[config.mk]
export PLATFORM = sky130hd
export DESIGN_NAME = line_rasterizer_core
export DESIGN_NICKNAME = d
export VERILOG_FILES = /design/src/sv/lr_pkg.sv /design/src/sv/line_rasterizer_core.sv /design/src/sv/lr_dp.sv /design/src/sv/lr_ctrl.sv
export VERILOG_INCLUDE_DIRS = /design/src /design/src/sv
export SDC_FILE = /design/constraint.sdc
export NUM_CORES = 1
export LEC_CHECK = 0
export BUFFER_PORTS_ARGS = -buffer_cell sky130_fd_sc_hd__buf_2
export CAP_MARGIN = 10
export CORE_UTILIZATION = 63
export DETAILED_ROUTE_END_ITERATION = 16
export PLACE_DENSITY = 0.92
export SLEW_MARGIN = 30
export SYNTH_ARGS = -nofsm -noshare
export SYNTH_HDL_FRONTEND = slang
export SYNTH_HIERARCHICAL = 1
export SYNTH_SLANG_ARGS = --single-unit
export TNS_END_PERCENT = 100
[constraint.sdc]
create_clock -name clk -period 4.9 [get_ports clk]
set_input_delay 0.245 -clock clk [delete_from_list [all_inputs] [get_ports clk]]
set_output_delay 0.245 -clock clk [all_outputs]
set_load 0.01 [all_outputs]
[src/sv/line_rasterizer_core_macros.svh]
// assertion macros shared by the line rasterizer modules
`ifndef LINE_RASTERIZER_CORE_MACROS_SVH
`define LINE_RASTERIZER_CORE_MACROS_SVH

// same-cycle implication, checked on every clk edge outside reset
`define LRC_ASSERT_IMP(lbl, ante, cons, msg) \
	lbl: assert property (@(posedge clk) disable iff (!arst_n) (ante) |-> (cons)) \
		else $error(msg);

// next-cycle implication, checked on every clk edge outside reset
`define LRC_ASSERT_NEXT(lbl, ante, cons, msg) \
	lbl: assert property (@(posedge clk) disable iff (!arst_n) (ante) |=> (cons)) \
		else $error(msg);

`endif

[src/sv/lr_pkg.sv]
// shared types for the line rasterizer: controller states and command/status groups
`timescale 1ns / 1ps

package lr_pkg;

	typedef enum logic [2:0] {
		S_IDLE = 3'b001,
		S_STEP = 3'b010,
		S_SPARE = 3'b100
	} lr_state_t;

	// controller to datapath
	typedef struct packed {
		logic load;
		logic step;
	} lr_cmd_t;

	// datapath to controller
	typedef struct packed {
		logic last;
	} lr_stat_t;

endpackage

[src/sv/line_rasterizer_core.sv]
// line rasterizer top level: bresenham segment to pixel stream
// Usage:
//   in channel (in_valid/in_ready) takes one segment: start_x, start_y, end_x, end_y.
//   out channel (out_valid/out_ready) gives every pixel of it in stepping order,
//   pixel_x, pixel_y, pixel_color, with last_pixel high on the final one.
//   cfg_we/cfg_wdata write draw_color, copied onto each pixel; write it only while idle.
// Timing:
//   once a segment item is accepted the controller moves to its stepping state, and each
//   step loads a pixel into the result register, one pixel per cycle while out_ready is high;
//   a segment gives N pixels, where N is the major-axis length plus one, at most 64.
//   in_ready is high only between segments, in the cycle after the last pixel is
//   stepped, so a new segment is not taken until the last one is fully stepped; the
//   stepper and its single result register set this limit.
// Reset:
//   arst_n clears the controller, the result valid and draw_color; no item is held.
// Stall:
//   while out_ready is low the pending pixel holds and the stepper waits,
//   resuming on the cycle the pixel is taken.
`timescale 1ns / 1ps

module line_rasterizer_core #(
	parameter int COORD_BITS = 6
) (
	input  logic                  clk,
	input  logic                  arst_n,
	input  logic                  cfg_we,
	input  logic [23:0]           cfg_wdata,
	input  logic                  in_valid,
	output logic                  in_ready,
	input  logic [COORD_BITS-1:0] start_x,
	input  logic [COORD_BITS-1:0] start_y,
	input  logic [COORD_BITS-1:0] end_x,
	input  logic [COORD_BITS-1:0] end_y,
	output logic                  out_valid,
	input  logic                  out_ready,
	output logic [COORD_BITS-1:0] pixel_x,
	output logic [COORD_BITS-1:0] pixel_y,
	output logic [23:0]           pixel_color,
	output logic                  last_pixel
);

	lr_pkg::lr_cmd_t  cmd;
	lr_pkg::lr_stat_t stat;

	lr_ctrl u_ctrl (
		.clk       (clk),
		.arst_n    (arst_n),
		.in_valid  (in_valid),
		.in_ready  (in_ready),
		.out_valid (out_valid),
		.out_ready (out_ready),
		.cmd       (cmd),
		.stat      (stat)
	);

	lr_dp #(
		.COORD_BITS (COORD_BITS)
	) u_dp (
		.clk         (clk),
		.arst_n      (arst_n),
		.cmd         (cmd),
		.stat        (stat),
		.cfg_we      (cfg_we),
		.cfg_wdata   (cfg_wdata),
		.start_x     (start_x),
		.start_y     (start_y),
		.end_x       (end_x),
		.end_y       (end_y),
		.pixel_x     (pixel_x),
		.pixel_y     (pixel_y),
		.pixel_color (pixel_color),
		.last_pixel  (last_pixel)
	);

endmodule

[src/sv/lr_dp.sv]
// line rasterizer datapath: segment setup, bresenham stepper and result register
`timescale 1ns / 1ps
`include "line_rasterizer_core_macros.svh"

module lr_dp #(
	parameter int COORD_BITS = 6
) (
	input  logic                  clk,
	input  logic                  arst_n,
	input  lr_pkg::lr_cmd_t       cmd,
	output lr_pkg::lr_stat_t      stat,
	input  logic                  cfg_we,
	input  logic [23:0]           cfg_wdata,
	input  logic [COORD_BITS-1:0] start_x,
	input  logic [COORD_BITS-1:0] start_y,
	input  logic [COORD_BITS-1:0] end_x,
	input  logic [COORD_BITS-1:0] end_y,
	output logic [COORD_BITS-1:0] pixel_x,
	output logic [COORD_BITS-1:0] pixel_y,
	output logic [23:0]           pixel_color,
	output logic                  last_pixel
);

	localparam int C     = COORD_BITS;
	localparam int INC_W = COORD_BITS + 1;
	localparam int ACC_W = COORD_BITS + 3;

	logic [23:0]            draw_color_q;
	logic [C-1:0]           major_pos_q, minor_pos_q, major_end_q;
	logic signed [ACC_W-1:0] acc_q;
	logic [INC_W-1:0]       major_inc_q, minor_inc_q;
	logic                   steep_q, mdown_q, ndown_q;

	logic [C-1:0]           pixel_x_q, pixel_y_q;
	logic [23:0]            pixel_color_q;
	logic                   last_pixel_q;

	// setup
	logic                   swap, xdown, steep;
	logic [C-1:0]           x0, y0, x1, y1, adx, dy, mdelta, ndelta;
	logic [INC_W-1:0]       minc, ninc;
	logic signed [ACC_W-1:0] acc_init;

	// stepping
	logic                   acc_pos, at_end;
	logic signed [ACC_W-1:0] acc_a, acc_n;

	always_comb begin
		swap = end_y < start_y;
		x0 = swap ? end_x : start_x;
		y0 = swap ? end_y : start_y;
		x1 = swap ? start_x : end_x;
		y1 = swap ? start_y : end_y;
		xdown = x1 <= x0;
		adx = xdown ? (x0 - x1) : (x1 - x0);
		dy = y1 - y0;
		steep = dy > adx;
		mdelta = steep ? dy : adx;
		ndelta = steep ? adx : dy;
		minc = {ndelta, 1'b0};
		ninc = {mdelta, 1'b0};
		acc_init = $signed({2'b00, minc}) - $signed({3'b000, mdelta});
	end

	always_comb begin
		acc_pos = !acc_q[ACC_W-1] && (acc_q != '0);
		acc_a = acc_pos ? (acc_q - $signed({2'b00, minor_inc_q})) : acc_q;
		acc_n = acc_a + $signed({2'b00, major_inc_q});
		at_end = major_pos_q == major_end_q;
	end

	assign stat.last = at_end;

	always_ff @(posedge clk or negedge arst_n) begin
		if (!arst_n) begin
			draw_color_q <= '0;
		end else if (cfg_we) begin
			draw_color_q <= cfg_wdata;
		end
	end

	always_ff @(posedge clk) begin
		if (cmd.load) begin
			major_pos_q <= steep ? y0 : x0;
			minor_pos_q <= steep ? x0 : y0;
			major_end_q <= steep ? y1 : x1;
			acc_q <= acc_init;
			major_inc_q <= minc;
			minor_inc_q <= ninc;
			steep_q <= steep;
			mdown_q <= steep ? 1'b0 : xdown;
			ndown_q <= steep ? xdown : 1'b0;
		end else if (cmd.step && !at_end) begin
			if (acc_pos) begin
				minor_pos_q <= ndown_q ? (minor_pos_q - C'(1)) : (minor_pos_q + C'(1));
			end
			major_pos_q <= mdown_q ? (major_pos_q - C'(1)) : (major_pos_q + C'(1));
			acc_q <= acc_n;
		end
	end

	// result register
	always_ff @(posedge clk) begin
		if (cmd.step) begin
			pixel_x_q <= steep_q ? minor_pos_q : major_pos_q;
			pixel_y_q <= steep_q ? major_pos_q : minor_pos_q;
			pixel_color_q <= draw_color_q;
			last_pixel_q <= at_end;
		end
	end

	assign pixel_x = pixel_x_q;
	assign pixel_y = pixel_y_q;
	assign pixel_color = pixel_color_q;
	assign last_pixel = last_pixel_q;

	`LRC_ASSERT_NEXT(a_major_moves, cmd.step && !at_end && !cmd.load, major_pos_q != $past(major_pos_q), "major axis did not advance")
	`LRC_ASSERT_NEXT(a_last_flag, cmd.step, last_pixel_q == $past(at_end), "last flag does not match end test")
	`LRC_ASSERT_NEXT(a_steep_up, cmd.load, !(steep_q && mdown_q), "steep segment set to step down in y")

endmodule

[src/sv/lr_ctrl.sv]
// line rasterizer controller: segment sequencing and result handshake
`timescale 1ns / 1ps
`include "line_rasterizer_core_macros.svh"

module lr_ctrl (
	input  logic              clk,
	input  logic              arst_n,
	input  logic              in_valid,
	output logic              in_ready,
	output logic              out_valid,
	input  logic              out_ready,
	output lr_pkg::lr_cmd_t   cmd,
	input  lr_pkg::lr_stat_t  stat
);

	lr_pkg::lr_state_t state_q, state_d;
	logic              out_valid_q;
	logic              out_free;

	assign out_free = !out_valid_q || out_ready;
	assign in_ready = state_q == lr_pkg::S_IDLE;
	assign cmd.load = in_valid && in_ready;
	assign cmd.step = (state_q == lr_pkg::S_STEP) && out_free;
	assign out_valid = out_valid_q;

	always_comb begin
		state_d = state_q;
		case (state_q)
			lr_pkg::S_IDLE: begin
				if (cmd.load) state_d = lr_pkg::S_STEP;
			end
			lr_pkg::S_STEP: begin
				if (cmd.step && stat.last) state_d = lr_pkg::S_IDLE;
			end
			default: state_d = lr_pkg::S_IDLE;
		endcase
	end

	always_ff @(posedge clk or negedge arst_n) begin
		if (!arst_n) begin
			state_q <= lr_pkg::S_IDLE;
			out_valid_q <= 1'b0;
		end else begin
			state_q <= state_d;
			// a pixel waits in the result register until taken
			if (cmd.step) out_valid_q <= 1'b1;
			else if (out_ready) out_valid_q <= 1'b0;
		end
	end

	`LRC_ASSERT_NEXT(a_load_steps, cmd.load, state_q == lr_pkg::S_STEP, "segment load did not start stepping")
	`LRC_ASSERT_NEXT(a_last_idles, cmd.step && stat.last, state_q == lr_pkg::S_IDLE, "last pixel did not end segment")
	`LRC_ASSERT_IMP(a_valid_src, $rose(out_valid_q), $past(cmd.step), "result valid without a step")

endmodule
; Word level (Yosys, flattened, before mapping)
; Cells that the tools add are included.
[word_totals]
register_bits = 107
out_inout_bits = 39
[classes]
n_addsub = 10
n_lt_le_gt_ge = 3
eq_ne = 5
mux = 27
reduce_logical = 15
[ops]
columns = cell, count
row1 = two-way mux 6 bit, 19
row2 = two-way mux 9 bit, 3
row3 = subtractor 6 bit, 3
row4 = adder 6 x 1 -> 6 bit (second input constant), 2
row5 = subtractor 6 x 1 -> 6 bit (second input constant), 2
row6 = adder 9 x 8 -> 9 bit, 1
row7 = nonzero test 9 bit, 1
row8 = subtractor 9 x 8 -> 9 bit, 1
row9 = subtractor 7 x 6 -> 8 bit, 1
row10 = == test 6 bit, 1
row11 = greater-than comparator 6 bit, 1
row12 = <= comparator 6 bit, 1
row13 = less-than comparator 6 bit, 1
row14 = two-way mux 3 bit, 2
row15 = case mux 3 bit (2 select lines), 1
row16 = nonzero test 2 bit, 3
row17 = logical AND 1 bit, 5
row18 = inequality test 2 bit (second input constant), 2
row19 = AND reduction 2 bit, 2
row20 = == test 3 x 1 -> 1 bit (second input constant), 1
row21 = == test 3 x 2 -> 1 bit (second input constant), 1
row22 = logical NOT 1 bit, 3
row23 = two-way mux 1 bit, 2
row24 = logical OR 1 bit, 1

; Depth between registers and ports, before layout
[depth]
depth_word = 8
depth_mapped = 38
ltp_nobuf = 32

; Hierarchy
; The synthesis kept the hierarchy.
[by_module_without_submodules]
columns = mod, instances, cells_each, area_per_inst_um2, seq_area_each_um2
row1 = lr_dp, 1, 668, 6771.5, 2972.9
row2 = lr_ctrl, 1, 12, 136.4, 76.3

; Worst setup path after synthesis
; No wires, ideal clock.
[synth_path]
kind = input port to flip-flop
from = input port start_y[3]
to = register u_dp.acc_q[6], data pin
arrival_time_ns = 6.960
required_time_ns = 4.765
setup_slack_ns = -2.195
cell_stages = 34
n_path_buf = 6
path_cell_list = inv_1 > ha_1 > and2_1 > o2111ai_1 > nand2_2 > buf_6 > clkbuf_1 > buf_1 > a2bb2oi_1 > ha_1 > or4_1 > nand4_1 > and2_1 > buf_4 > mux2_2 > a21oi_1 > o21ai_0 > xnor2_1 > ha_1 > nand2_1 > o21ai_0 > o21ai_1 > clkbuf_1 > clkbuf_1 > o21ai_0 > ha_1 > inv_1 > nor2_1 > o21ai_0 > nand2b_1 > maj3_2 > o21a_1 > a211o_1 > nand3_1
[synth_between]
elab_chain_cells = 8
elab_cells_between_ends = 15
[synth_rtl]
columns = element, line_no
row1 = "start, declared", line_rasterizer_core.sv:31  ; input logic [COORD_BITS-1:0] start_y,
row2 = less-than comparator 6 bit, lr_dp.sv:49  ; swap = end_y < start_y;
row3 = "two-way mux 6 bit, on equally long branches", "lr_dp.sv:52, lr_dp.sv:50"
row4 = subtractor 6 bit or <= comparator 6 bit (tied branches), "lr_dp.sv:55, lr_dp.sv:54"
row5 = two-way mux 6 bit, lr_dp.sv:55  ; adx = xdown ? (x0 - x1) : (x1 - x0);
row6 = greater-than comparator 6 bit, lr_dp.sv:57  ; steep = dy > adx;
row7 = two-way mux 6 bit *, lr_dp.sv:59  ; ndelta = steep ? adx : dy;
row8 = via u_dp.ndelta[1], lr_dp.sv:40  ; logic [C-1:0] x0, y0, x1, y1, adx, dy, mdelta, ndelta;
row9 = subtractor 7 x 6 -> 8 bit *, lr_dp.sv:62  ; acc_init = $signed({2'b00, minc}) - $signed({3'b000, mdelta});
row10 = two-way mux 9 bit *, lr_dp.sv:83  ; if (cmd.load) begin
row11 = "end signal, assigned", lr_dp.sv:87  ; acc_q <= acc_init;
row12 = "end signal, assigned", lr_dp.sv:98  ; acc_q <= acc_n;
row13 = "end, declared", lr_dp.sv:30  ; logic signed [ACC_W-1:0] acc_q;
; The timed path passes the listed nets; every way through them passes the cells marked *.
; A chain may end at the register's enable or synchronous reset.

; Worst setup path after layout
[layout_path]
from = input port start_y[2]
to = register u_dp.acc_q[5], data pin
; The elaborated chain is that of the path after synthesis.

==> qor.yml <==
setup_path:
  crit_path_start_kind: "primary input"
  r2r-end: "u_dp/acc_q[8]"
  ff2ff_path_depth: 13
  critPathCaptureType: "flip-flop"
  cp-startpoint: "start_y[2]"
  critical_path_required_ps: 5030
  cp_max_fo: 5
  crit_path_end: "u_dp/acc_q[5]"
  max_stage_delay_ps: 400
  r2r_slack_ps: 1190
  r2r_start: "u_dp/acc_q[7]"
  cp_slowest_cell: "mux2i_4"
  crit_type: "primary input to flip-flop"
  arrival_ps: 6040
clock_network:
  clock_latency_ps: 390
  root_buffer: "clkbuf_8"
  clkTransAtPathRegs_ps: 100
  clock_sinks: 106
  clockBufferDepth: 2
  cts_buffers: 9
  cts_tree: "yes"
  htree_levels: 3
global_routing:
  grt_max_degree: 41
  grt_pass1_wl_mm: 34.5
  antenna_found_initial: 0
  grt_pass1_vias: 6697
  overflow: 0
  track_usage_pct: 40.1
logic_synthesis:
  synthArstFlopShare_pct: 25.5
  synth_fp_nets: 777
  synth.avg_cell_area_um2: 10.2
  synthTopCellsByArea: "edfxtp_1 (34%), dfrtp_1 (9.4%), ha_1 (7.1%), mux2_2 (5.9%), a21oi_1 (4.1%)"
  synth_edf_count: 79
  synth_top_area_share_pct: 34.3
  synth_common_cells: "edfxtp_1 (79), nand2_1 (73), a21oi_1 (57), inv_1 (40), ha_1 (39)"
  ys_types: 70
  yosys_warnings: 6
  ys.flop_type: "edfxtp_1"
  synth.most_common_cell: "edfxtp_1"
  ys_seq_elements: 106
  synth.largest_area_cell: "edfxtp_1"
  synth_seq_area_share_pct: 44.1
  synth_cells: 680
  syn-cell-area_mm2: 0.00691
die:
  die_area_mm2: 0.0114
  start_util_pct: 66.0
  die_h_um: 107
  rows: 37
  ios: 92
  die_w_um: 107
  fp.coreArea_mm2: 0.0105
routing:
  via_per_inst: 6.77
  ant_nets: 0
  wl_mm: 24.6
  routedWlPerCell_um: 24.1
  remaining_drc_errors: 0
  drtIter0Drc: 880
  firstDrtPassIters: 6
  dr_total_vias: 6918
timing:
  holdWs_ps: 97.0
  period_needed_ps: 5910
  tightest_slew_ps: 865
  worst_slack_ps: -1010
  rsz0062_at_grt: "yes"
  clock_skew_ps: 15.5
  finalSetupViolations: 10
  slew_viol_final: 0
  fin_crit_sh_pct: 121
  timing_hold_violations_final: 0
  max_slew_margin_pct: 42.0
  fmax_mhz: 169
hold_path:
  hp-class: "primary input to flip-flop"
status:
  violations: "setup timing"
  outcome: "finished with violations"
place:
  dp_worst_setup_slack_ps: -989
  dpl.hpwl_mm: 15.2
  numPortBuffers: 91
  place.gp.congestion: 1.02
cells_and_area:
  synthToLayoutAreaGrowth_pct: 31.2
  diodes: 0
  final_layout_size_suffix_gt1_share_pct: 38.7
  fin_nets: 978
power_and_ir_drop:
  p_leak_nw: 3.95
  p_total_mw: 7.07
  peakVddDrop_v: 0.000564
  power.density_mw_per_mm2: 780
job:
  cap_violations: 0
-- routing by layer --
| metal | part of all wire [%] | GRT usage [%] |
|---|---|---|
| met5 | 0 | 0 |
| met3 | 11 | 9.18 |
| met1 | 32 | 43.9 |
| met2 | 47 | 69.3 |
| met4 | 9.7 | 27.3 |
-- worst min path at each step --
stage	start	endpoint	slack [ps]	cells past startpoint
after floorplan	arst_n	u_ctrl/out_valid	-50	0
after global placement	arst_n	u_dp/draw_color_q[13]	270	1
after detailed placement	arst_n	u_dp/draw_color_q[13]	290	1
after CTS	cfg_wdata[13]	u_dp/draw_color_q[13]	80	2
after global routing	cfg_wdata[19]	u_dp/draw_color_q[19]	90	2
final	cfg_wdata[13]	u_dp/draw_color_q[13]	100	2
-- worst max-delay path: cells and delay by family --
family / cells / cell delay [ps]
multiplexers: 2 / 700
AND/OR/NAND/NOR: 5 / 720
adder cells (fa/ha/maj): 4 / 1030
buffers and inverters: 6 / 820
AO/OA/AOI/OAI: 13 / 2370
XOR/XNOR: 1 / 120
-- logic make-up (layout without fill, tap and decap cells) --
kind of cell,Yosys count,count (layout),synth area share (%)
AOI/OAI and AO/OA,180,181,16.7
and+or+nand+nor,178,178,12.0
DFF,106,106,44.1
buffers and inverters,74,279,4.47
adders and majority gates,51,51,9.55
muxes,47,47,7.46
xor gates and xnor gates,44,44,5.69
-- cell usage in the layout, fill, tap and decap left out, types with 5 or more instances in the layout --
cell / n
nor2b_1: 10
ha_4: 7
inv_1: 34
o21a_1: 5
inv_4: 5
nor2_1: 35
maj3_1: 6
buf_2: 87
nand2_1: 69
o21ai_0: 23
edfxtp_1: 79
nor3_1: 8
a21oi_1: 53
xnor2_1: 24
nand2b_1: 9
a211oi_1: 6
xor2_1: 15
ha_1: 31
clkbuf_8: 9
o21ai_1: 9
mux2i_1: 9
a31oi_1: 10
buf_4: 122
o21bai_1: 5
dfrtp_1: 26
a21o_1: 15
mux2_2: 34
nand3_1: 9
o211ai_1: 6
buf_6: 7
o21ai_4: 5
-- cell type report --
type,count,area (um^2)
tap,136,170
multi-input combinational,501,3980
fill,475,1400
sequential,106,3050
clock inverter,5,33.8
timing repair buffer,220,1500
inverter,43,178
clock buffer,11,153
-- where the power goes --
part           internal (mW)  switching, mW
Sequential              1.44          0.227
Clock                  0.219          0.310
Combinational           2.09           2.78
-- stage by stage --
step | area [um^2] | TNS (ps) | util, % | std cells
after floorplan | 7140 | -7150 | - | 680
after CTS | 8760 | -900 | 83.7 | 1012
after global placement | 8330 | -4730 | 79.6 | 979
after detailed placement | 8330 | -8210 | 79.6 | 979
after global routing | 9070 | -7650 | 86.7 | 1022
final | 9070 | -5530 | 86.7 | 1022
-- state kept, by name, indices dropped and copies added, names as in the netlist --
register / count
u_dp/draw_color_q: 24
u_dp/pixel_color: 24
u_dp/acc_q: 9
u_dp/major_end_q: 6
u_dp/major_inc_q: 6
u_dp/major_pos_q: 6
u_dp/minor_inc_q: 6
u_dp/minor_pos_q: 6
u_dp/pixel_x: 6
u_dp/pixel_y: 6
u_ctrl/state_q: 2
u_ctrl/out_valid: 1
u_dp/last_pixel: 1
u_dp/mdown_q: 1
u_dp/ndown_q: 1
u_dp/steep_q: 1
-- timing repair --
item	in CTS	in global routing
resized for setup	29	43
endpoints found under the setup margin	8	24
buffers inserted	15	9
pin swaps	24	31
hold endpoints to repair	26	0
hold buffers	1	0
cloned	1	0
Note: power is estimated with default switching activity, not from simulation.
